==> src/rtl/sbl_pkg.sv <==
// sbl_pkg: shared types and constants of the shift biquad low-pass block
// holds the command codes, register indexes, config struct and result struct
// depends on nothing
`default_nettype none

package sbl_pkg;

  localparam int unsigned FieldWidth = 32;
  localparam int unsigned ShiftWidth = 5;
  localparam int unsigned CfgDataWidth = 5;
  localparam int unsigned CfgIndexWidth = 1;

  // command codes
  localparam logic CMD_SAMPLE = 1'b0;
  localparam logic CMD_INIT   = 1'b1;

  // register indexes
  localparam logic [CfgIndexWidth-1:0] CFG_INPUT_SHIFT   = 1'b0;
  localparam logic [CfgIndexWidth-1:0] CFG_DAMPING_SHIFT = 1'b1;

  localparam logic [ShiftWidth-1:0] INPUT_SHIFT_RESET   = 5'd4;
  localparam logic [ShiftWidth-1:0] DAMPING_SHIFT_RESET = 5'd2;

  typedef struct packed {
    logic [ShiftWidth-1:0] input_shift;
    logic [ShiftWidth-1:0] damping_shift;
  } cfg_t;

  typedef struct packed {
    logic signed [FieldWidth-1:0] filtered_value;
    logic                         positive_peak;
    logic                         negative_peak;
    logic signed [FieldWidth-1:0] peak_value;
    logic                         rising;
    logic                         falling;
  } result_t;

endpackage

`default_nettype wire

==> src/rtl/sbl_in_if.sv <==
// sbl_in_if: input request channel of the shift biquad low-pass block
// carries valid, ready, command and sample value; uses sbl_pkg
`default_nettype none

interface sbl_in_if;
  import sbl_pkg::*;

  logic                         valid;
  logic                         ready;
  logic                         command;
  logic signed [FieldWidth-1:0] sample_value;

  modport source (output valid, output command, output sample_value, input ready);
  modport sink   (input valid, input command, input sample_value, output ready);

endinterface

`default_nettype wire

==> src/rtl/sbl_out_if.sv <==
// sbl_out_if: result request channel of the shift biquad low-pass block
// carries valid, ready and the result fields; uses sbl_pkg
`default_nettype none

interface sbl_out_if;
  import sbl_pkg::*;

  logic                         valid;
  logic                         ready;
  logic signed [FieldWidth-1:0] filtered_value;
  logic                         positive_peak;
  logic                         negative_peak;
  logic signed [FieldWidth-1:0] peak_value;
  logic                         rising;
  logic                         falling;

  modport source (output valid, output filtered_value, output positive_peak,
                  output negative_peak, output peak_value, output rising,
                  output falling, input ready);
  modport sink   (input valid, input filtered_value, input positive_peak,
                  input negative_peak, input peak_value, input rising,
                  input falling, output ready);

endinterface

`default_nettype wire

==> src/rtl/sbl_cfg_regs.sv <==
// sbl_cfg_regs: the two shift registers behind the plain write port
// depends on sbl_pkg
`default_nettype none

module sbl_cfg_regs (
  input  wire logic                                 clk_i,
  input  wire logic                                 rst_ni,
  input  wire logic                                 cfg_we_i,
  input  wire logic [sbl_pkg::CfgIndexWidth-1:0]    cfg_index_i,
  input  wire logic [sbl_pkg::CfgDataWidth-1:0]     cfg_wdata_i,
  output sbl_pkg::cfg_t                             cfg_o
);
  import sbl_pkg::*;

  cfg_t cfg_q, cfg_d;

  always_comb begin
    cfg_d = cfg_q;
    if (cfg_we_i) begin
      unique case (cfg_index_i)
        CFG_INPUT_SHIFT:   cfg_d.input_shift   = cfg_wdata_i[ShiftWidth-1:0];
        CFG_DAMPING_SHIFT: cfg_d.damping_shift = cfg_wdata_i[ShiftWidth-1:0];
        default:           cfg_d = cfg_q;
      endcase
    end
  end

  always_ff @(posedge clk_i or negedge rst_ni) begin
    if (!rst_ni) begin
      cfg_q.input_shift   <= INPUT_SHIFT_RESET;
      cfg_q.damping_shift <= DAMPING_SHIFT_RESET;
    end else begin
      cfg_q <= cfg_d;
    end
  end

  assign cfg_o = cfg_q;

endmodule

`default_nettype wire

==> src/rtl/sbl_core.sv <==
// sbl_core: input and output history registers and the shift-add filter step
// produces the next result fields combinationally; depends on sbl_pkg
`default_nettype none

module sbl_core #(
  parameter int unsigned W = 32
) (
  input  wire logic                                clk_i,
  input  wire logic                                rst_ni,
  input  wire logic                                step_i,
  input  wire logic                                command_i,
  input  wire logic signed [sbl_pkg::FieldWidth-1:0] value_i,
  input  wire sbl_pkg::cfg_t                       cfg_i,
  output sbl_pkg::result_t                         res_o
);
  import sbl_pkg::*;

  localparam int unsigned AmtWidth = 8;

  logic signed [W-1:0] x0_q, x1_q, x2_q, y0_q, y1_q, y2_q;
  logic signed [W-1:0] x0_d, x1_d, x2_d, y0_d, y1_d, y2_d;
  logic signed [W-1:0] v;
  logic signed [63:0]  v_ext;
  logic signed [63:0]  y0_ext, y1_ext;
  logic [AmtWidth-1:0] amt_a, amt_am1, amt_am2, amt_b;
  logic signed [W-1:0] fb_sum, ff_sum;

  assign v_ext = 64'(value_i);
  assign v     = v_ext[W-1:0];

  // a-1 and a-2 wrap as 8-bit amounts, so small a gives pure sign fill
  assign amt_a   = AmtWidth'(cfg_i.input_shift);
  assign amt_am1 = amt_a - AmtWidth'(1);
  assign amt_am2 = amt_a - AmtWidth'(2);
  assign amt_b   = AmtWidth'(cfg_i.damping_shift);

  always_comb begin
    fb_sum = '0;
    ff_sum = '0;
    if (command_i == CMD_INIT) begin
      x0_d = v;
      x1_d = v;
      x2_d = v;
      y0_d = v;
      y1_d = v;
      y2_d = v;
    end else begin
      x0_d = v;
      x1_d = x0_q;
      x2_d = x1_q;
      y1_d = y0_q;
      y2_d = y1_q;
      fb_sum = (y1_d - y2_d) + y1_d - (y1_d >>> amt_b) + (y2_d >>> amt_b);
      ff_sum = (x0_d >>> amt_a) + (x1_d >>> amt_am1) + (x2_d >>> amt_a)
               - (y2_d >>> amt_am2);
      y0_d = fb_sum + ff_sum;
    end
  end

  always_ff @(posedge clk_i or negedge rst_ni) begin
    if (!rst_ni) begin
      x0_q <= '0;
      x1_q <= '0;
      x2_q <= '0;
      y0_q <= '0;
      y1_q <= '0;
      y2_q <= '0;
    end else if (step_i) begin
      x0_q <= x0_d;
      x1_q <= x1_d;
      x2_q <= x2_d;
      y0_q <= y0_d;
      y1_q <= y1_d;
      y2_q <= y2_d;
    end
  end

  assign y0_ext = 64'(y0_d);
  assign y1_ext = 64'(y1_d);

  always_comb begin
    res_o.filtered_value = y0_ext[FieldWidth-1:0];
    res_o.peak_value     = y1_ext[FieldWidth-1:0];
    res_o.positive_peak  = (y0_d < y1_d) && !(y1_d < y2_d);
    res_o.negative_peak  = (y1_d < y0_d) && !(y2_d < y1_d);
    res_o.rising         = (y1_d < y0_d) && (y2_d < y1_d);
    res_o.falling        = (y0_d < y1_d) && (y1_d < y2_d);
  end

endmodule

`default_nettype wire

==> src/rtl/shift_biquad_lowpass_peak.sv <==
// shift_biquad_lowpass_peak: second-order low-pass filter with shift
// coefficients and peak and trend flags on every result.
//
// in_i carries one request per command: command 0 filters sample_value,
// command 1 loads all six history words with sample_value. Every request
// gives exactly one result on out_o: the filtered value, the previous
// output as peak value, and positive peak, negative peak, rising and
// falling flags. Both channels move a request when valid and ready are high.
// The config port writes input_shift (index 0) and damping_shift (index 1)
// when cfg_we_i is high; write it only while no request is in flight.
// A request taken on in_i is registered in the input register, goes
// through the filter step and is held in the result register that drives out_o.
// Throughput is one request per cycle while out_o is ready; the history
// feedback of the filter step is combinational, between the input register
// and the result register.
// Reset clears the histories to zero, the shifts to 4 and 2 and the
// channels to empty. When the receiver stalls, the result holds and one more
// request waits in the input register; ready drops only then.
`default_nettype none

module shift_biquad_lowpass_peak #(
  parameter int unsigned SAMPLE_WIDTH = 32
) (
  input  wire logic                              clk_i,
  input  wire logic                              rst_ni,
  input  wire logic                              cfg_we_i,
  input  wire logic [sbl_pkg::CfgIndexWidth-1:0] cfg_index_i,
  input  wire logic [sbl_pkg::CfgDataWidth-1:0]  cfg_wdata_i,
  sbl_in_if.sink                                 in_i,
  sbl_out_if.source                              out_o
);
  import sbl_pkg::*;

  logic                         in_valid_q, in_valid_d;
  logic                         in_cmd_q;
  logic signed [FieldWidth-1:0] in_value_q;
  logic                         out_valid_q, out_valid_d;
  result_t                      res_q, res_d;
  cfg_t                         cfg;
  logic                         in_take, out_load;

  sbl_cfg_regs u_cfg (
    .clk_i      (clk_i),
    .rst_ni     (rst_ni),
    .cfg_we_i   (cfg_we_i),
    .cfg_index_i(cfg_index_i),
    .cfg_wdata_i(cfg_wdata_i),
    .cfg_o      (cfg)
  );

  sbl_core #(
    .W(SAMPLE_WIDTH)
  ) u_core (
    .clk_i    (clk_i),
    .rst_ni   (rst_ni),
    .step_i   (out_load),
    .command_i(in_cmd_q),
    .value_i  (in_value_q),
    .cfg_i    (cfg),
    .res_o    (res_d)
  );

  // the filter step runs when the result register is free or being emptied
  assign out_load   = in_valid_q && (!out_valid_q || out_o.ready);
  assign in_i.ready = !in_valid_q || out_load;
  assign in_take    = in_i.valid && in_i.ready;

  always_comb begin
    in_valid_d = in_valid_q;
    if (in_take) begin
      in_valid_d = 1'b1;
    end else if (out_load) begin
      in_valid_d = 1'b0;
    end
    out_valid_d = out_valid_q;
    if (out_load) begin
      out_valid_d = 1'b1;
    end else if (out_o.ready) begin
      out_valid_d = 1'b0;
    end
  end

  always_ff @(posedge clk_i or negedge rst_ni) begin
    if (!rst_ni) begin
      in_valid_q  <= 1'b0;
      out_valid_q <= 1'b0;
    end else begin
      in_valid_q  <= in_valid_d;
      out_valid_q <= out_valid_d;
    end
  end

  always_ff @(posedge clk_i) begin
    if (in_take) begin
      in_cmd_q   <= in_i.command;
      in_value_q <= in_i.sample_value;
    end
    if (out_load) begin
      res_q <= res_d;
    end
  end

  assign out_o.valid          = out_valid_q;
  assign out_o.filtered_value = res_q.filtered_value;
  assign out_o.positive_peak  = res_q.positive_peak;
  assign out_o.negative_peak  = res_q.negative_peak;
  assign out_o.peak_value     = res_q.peak_value;
  assign out_o.rising         = res_q.rising;
  assign out_o.falling        = res_q.falling;

endmodule

`default_nettype wire

==> src/flat_wrapper.sv <==
// flat-port wrapper written by rule: the top's interface ports become plain ports
module shift_biquad_lowpass_peak_flat import sbl_pkg::*;
#(
  parameter int unsigned SAMPLE_WIDTH = 32
)
  (clk_i, rst_ni, cfg_we_i, cfg_index_i, cfg_wdata_i, in_i_valid, in_i_command, in_i_sample_value, in_i_ready, out_o_valid, out_o_filtered_value, out_o_positive_peak, out_o_negative_peak, out_o_peak_value, out_o_rising, out_o_falling, out_o_ready);
  sbl_in_if in_i_i ();
  sbl_out_if out_o_i ();
  input  wire logic clk_i;
  input  wire logic rst_ni;
  input  wire logic cfg_we_i;
  input  wire logic [sbl_pkg::CfgIndexWidth-1:0] cfg_index_i;
  input  wire logic [sbl_pkg::CfgDataWidth-1:0] cfg_wdata_i;
  input wire logic [$bits(in_i_i.valid)-1:0] in_i_valid;
  input wire logic [$bits(in_i_i.command)-1:0] in_i_command;
  input wire logic [$bits(in_i_i.sample_value)-1:0] in_i_sample_value;
  output wire logic [$bits(in_i_i.ready)-1:0] in_i_ready;
  output wire logic [$bits(out_o_i.valid)-1:0] out_o_valid;
  output wire logic [$bits(out_o_i.filtered_value)-1:0] out_o_filtered_value;
  output wire logic [$bits(out_o_i.positive_peak)-1:0] out_o_positive_peak;
  output wire logic [$bits(out_o_i.negative_peak)-1:0] out_o_negative_peak;
  output wire logic [$bits(out_o_i.peak_value)-1:0] out_o_peak_value;
  output wire logic [$bits(out_o_i.rising)-1:0] out_o_rising;
  output wire logic [$bits(out_o_i.falling)-1:0] out_o_falling;
  input wire logic [$bits(out_o_i.ready)-1:0] out_o_ready;
  assign in_i_i.valid = in_i_valid;
  assign in_i_i.command = in_i_command;
  assign in_i_i.sample_value = in_i_sample_value;
  assign in_i_ready = in_i_i.ready;
  assign out_o_valid = out_o_i.valid;
  assign out_o_filtered_value = out_o_i.filtered_value;
  assign out_o_positive_peak = out_o_i.positive_peak;
  assign out_o_negative_peak = out_o_i.negative_peak;
  assign out_o_peak_value = out_o_i.peak_value;
  assign out_o_rising = out_o_i.rising;
  assign out_o_falling = out_o_i.falling;
  assign out_o_i.ready = out_o_ready;
  shift_biquad_lowpass_peak #(.SAMPLE_WIDTH(SAMPLE_WIDTH)) u_core (.clk_i(clk_i), .rst_ni(rst_ni), .cfg_we_i(cfg_we_i), .cfg_index_i(cfg_index_i), .cfg_wdata_i(cfg_wdata_i), .in_i(in_i_i), .out_o(out_o_i));
endmodule
==> config.mk <==
export PLATFORM = sky130hd
export DESIGN_NAME = shift_biquad_lowpass_peak_flat
export DESIGN_NICKNAME = d
export VERILOG_FILES = /design/src/rtl/sbl_pkg.sv /design/src/rtl/sbl_in_if.sv /design/src/rtl/sbl_out_if.sv /design/src/rtl/sbl_cfg_regs.sv /design/src/rtl/sbl_core.sv /design/src/rtl/shift_biquad_lowpass_peak.sv /design/src/flat_wrapper.sv
export SDC_FILE = /design/constraint.sdc
export NUM_CORES = 2
export LEC_CHECK = 0
export BUFFER_PORTS_ARGS = -buffer_cell sky130_fd_sc_hd__buf_2
export CAP_MARGIN = 20
export CORE_MARGIN = 3
export CORE_UTILIZATION = 60
export CTS_BUF_LIST = sky130_fd_sc_hd__clkbuf_2 sky130_fd_sc_hd__clkbuf_4 sky130_fd_sc_hd__clkbuf_8
export CTS_CLUSTER_DIAMETER = 50
export DETAILED_ROUTE_END_ITERATION = 10
export GPL_TIMING_DRIVEN = 1
export PLACE_DENSITY = 0.76
export SLEW_MARGIN = 20
export SYNTH_ARGS = -nofsm -noshare
export SYNTH_HDL_FRONTEND = slang
export SYNTH_SLANG_ARGS = --single-unit
==> constraint.sdc <==
create_clock -name clk_i -period 15.21 [get_ports clk_i]
set_input_delay 3.8025 -clock clk_i [delete_from_list [all_inputs] [get_ports clk_i]]
set_output_delay 3.8025 -clock clk_i [all_outputs]
set_load 0.01 [all_outputs]
==> summary.txt <==
Clock network
  • Sink Count: 241
  • Total CTS buffers: 42
  • Clock-pin transition on the worst setup and hold timing paths: 60 ps
  • Clk Latency, worst-skew pair: 630 ps
  • Bufs on Longest Clock Path: 3
  • # resized after CTS: 0
  • CTS Hold Bufs: 0
  • CTS Root Cell: clkbuf_8
  • H-tree depth: 2
  • Post-CTS Setup Repair Bufs: 0
  • CTS tree: yes

Detailed routing
  • Drt first pass iters: 7
  • DR WL/cell: 29.9 um
  • Vias per inst: 6.92
  • Total Wirelength: 113 mm
  • Drc violations: 0
  • DR vias: 26100
  • Post-route ant nets: 0
  • Initial DRC count: 4264

GRT
  • Vias in the first global route: 25100
  • Largest net degree at the start of global routing: 121
  • GRT Residual Overflow: 0
  • Global-route wire length before repair: 165 mm
  • GRT Total Usage: 47.5%
  • Number of antenna violations at the first check in global routing: 4

STA
  • Worst slew pin tran: 1100 ps
  • Max-slew violations: 0
  • Final min period: 10300 ps
  • Slew margin rel.: 26.7%
  • FMAX: 97.1 MHz
  • Worst Skew: 58.2 ps
  • Setup TNS Final: 0 ps
  • RSZ-0062 raised after global routing: false
  • # setup viols final: 0
  • Hold Vio Cnt, Final: 0
  • Fin crit share: 67.7%

Critical path
  • Worst R2R Start: u_core.u_cfg.cfg_o[6]
  • Cells on worst reg2reg path: 33
  • Worst R2R Setup Slack: 4910 ps
  • CP max stage cell: dfrtp_4
  • CP Data Required Time: 15560 ps
  • CP max FO: 51
  • CP Capture Type: register
  • CP Class: register to register
  • Startpoint Class: register
  • Worst R2R End: u_core.out_o.rising
  • Critical Path Max Stage Delay: 830 ps
  • Critical path origin: u_core.u_cfg.cfg_o[6]
  • Critical Path AT: 10660 ps

Worst hold path
  • Worst hold path cell count: 2
  • HP Start: u_core.u_core.x1_q[1]
  • Worst Hold End: u_core.u_core.x1_q[1]
  • Hold WC Path Type: register to register

Die
  • Rows: 76
  • Die Y: 218 um
  • Starting Density: 61.5%
  • # IOs: 114
  • Die ar.: 47400 um^2
  • Core Area: 43700 um^2
  • Die Wd: 218 um

Yosys
  • Cell area after synthesis: 26900 um^2
  • Post-Syn Area per Cell: 8.50 um^2
  • Ys flop type: dfrtp_1
  • Post-synth ARST share: 58.1%
  • Synth warnings: 0
  • Cells after synthesis: 3169
  • Sequential-to-total area share from yosys stat: 24.3%
  • Synth Register Bits: 241
  • Synth cell types: 77
  • Syn_nets: 3495
  • Post-synth EDFFs: 101

Place
  • Dpl cells: 3684
  • Final RePlAce weighted congestion: 1.15
  • Post-Place Cell Area: 27600 um^2
  • DP HPWL: 89.2 mm
  • Port Buf Inserts: 113

Layout
  • Layout cells sized above 1: 12.5%
  • P&R area growth vs syn: 6.19%
  • Post-Layout Inst Area: 28600 um^2
  • Fin cells: 3767
  • FILL cells: 3565
  • Utilization after layout: 65.4%
  • Commonest non-fill, non-tap cell in the layout: nand2_1
  • Most frequent cells in the layout: nand2_1 (567), inv_1 (278), o21ai_0 (263), nor2_1 (241), a21oi_1 (194)
  • # nets final: 3469

Status
  • Status: completed

Flow run
  • Max-Cap Viols: 0
-- cell type report --
cell class | count | area [um^2] | area share (%)
Clock buffer | 60 | 732 | 2.56
Sequential cell | 241 | 6560 | 22.9
Multi-Input combinational cell | 2420 | 18400 | 64.5
Tap cell | 585 | 732 | 2.56
Inverter | 288 | 1090 | 3.80
Antenna cell | 6 | 15.0 | 0.0525
Clock inverter | 17 | 184 | 0.643
Timing Repair Buffer | 150 | 850 | 2.97
-- Yosys cell counts, drive strengths merged (13+ instances only) --
cell,number,area [um^2]
xor2,13,114
nand4,16,100
o21a,28,210
mux2,44,495
nand3,37,185
o21ai,289,1470
a21boi,71,533
buf,80,418
mux4,78,1760
a211oi,51,393
a31oi,78,494
and2,14,87.6
fa,183,3660
nand2,570,2140
a21oi,195,987
clkbuf,140,526
nor3,16,80.1
a21o,34,255
mux2i,176,1760
nor2b,17,106
nand2b,17,106
inv,285,1070
xnor2,30,263
nor2,244,928
o211ai,28,215
dfrtp,138,3450
edfxtp,101,3030
ha,99,1240
-- sequential cells by signal, summed over array words and instances (netlist names) --
signal	flops
u_core.u_cfg.cfg_o	10
u_core.u_core.y1_q	32
u_core.in_valid_q	1
u_core.in_value_q	32
u_core.out_o.rising	1
u_core.out_o.falling	1
u_core.u_core.x1_q	32
u_core.out_o.negative_peak	1
u_core.out_o.peak_value	32
u_core.out_o.valid	1
u_core.out_o.filtered_value	32
u_core.in_cmd_q	1
u_core.out_o.positive_peak	1
u_core.u_core.y0_q	32
u_core.u_core.x0_q	32
-- stage by stage --
stage               hold WS [ps]  setup slack (ps)
finish                       550              4910
global route                 583              4580
CTS                          548              5220
detailed placement           534              5250
global placement             507              5450
floorplan                    457              6490
-- routing by layer --
layer | GRT usage (%) | up-vias | wire length (um)
met4 | 35.3 | 0 | 11700
met5 | 0 | - | 0
li1 | - | 10900 | -
met3 | 16.7 | 586 | 15600
met2 | 69.7 | 2131 | 46900
met1 | 57.8 | 12400 | 38600
-- logic make-up (layout without fill, tap and decap cells) --
logic type      Yosys count  count (layout)  synth area share (%)
fa+ha+maj               282             282                  18.2
buf+inv                 508             515                  7.52
simple gates            961             961                  14.6
compound gates          836             836                  19.0
mux                     298             298                  14.9
xor+xnor                 43              43                  1.40
other cells               0               6                     0
flops                   241             241                  24.3
-- worst max path at each step --
stage / end / slack [ps] / depth (start not counted)
after floorplan: u_core.out_o.rising / 6490 / 39
after global placement: u_core.out_o.rising / 5450 / 33
after detailed placement: u_core.out_o.negative_peak / 5250 / 32
after CTS: u_core.out_o.negative_peak / 5220 / 32
after global routing: u_core.out_o.rising / 4580 / 33
final: u_core.out_o.rising / 4910 / 33
-- worst max-delay path: cells and delay by family (launching register included) --
family / cells / cell delay [ps]
adder cells (fa/ha/maj): 7 / 3040
AO/OA/AOI/OAI: 17 / 4460
flip-flops: 1 / 830
buffers and inverters: 5 / 890
XOR/XNOR: 1 / 210
AND/OR/NAND/NOR: 3 / 570
Power is left out: the tool's default activity adds up to more than one toggle a clock period on the data nets, which glitch-free logic cannot reach.
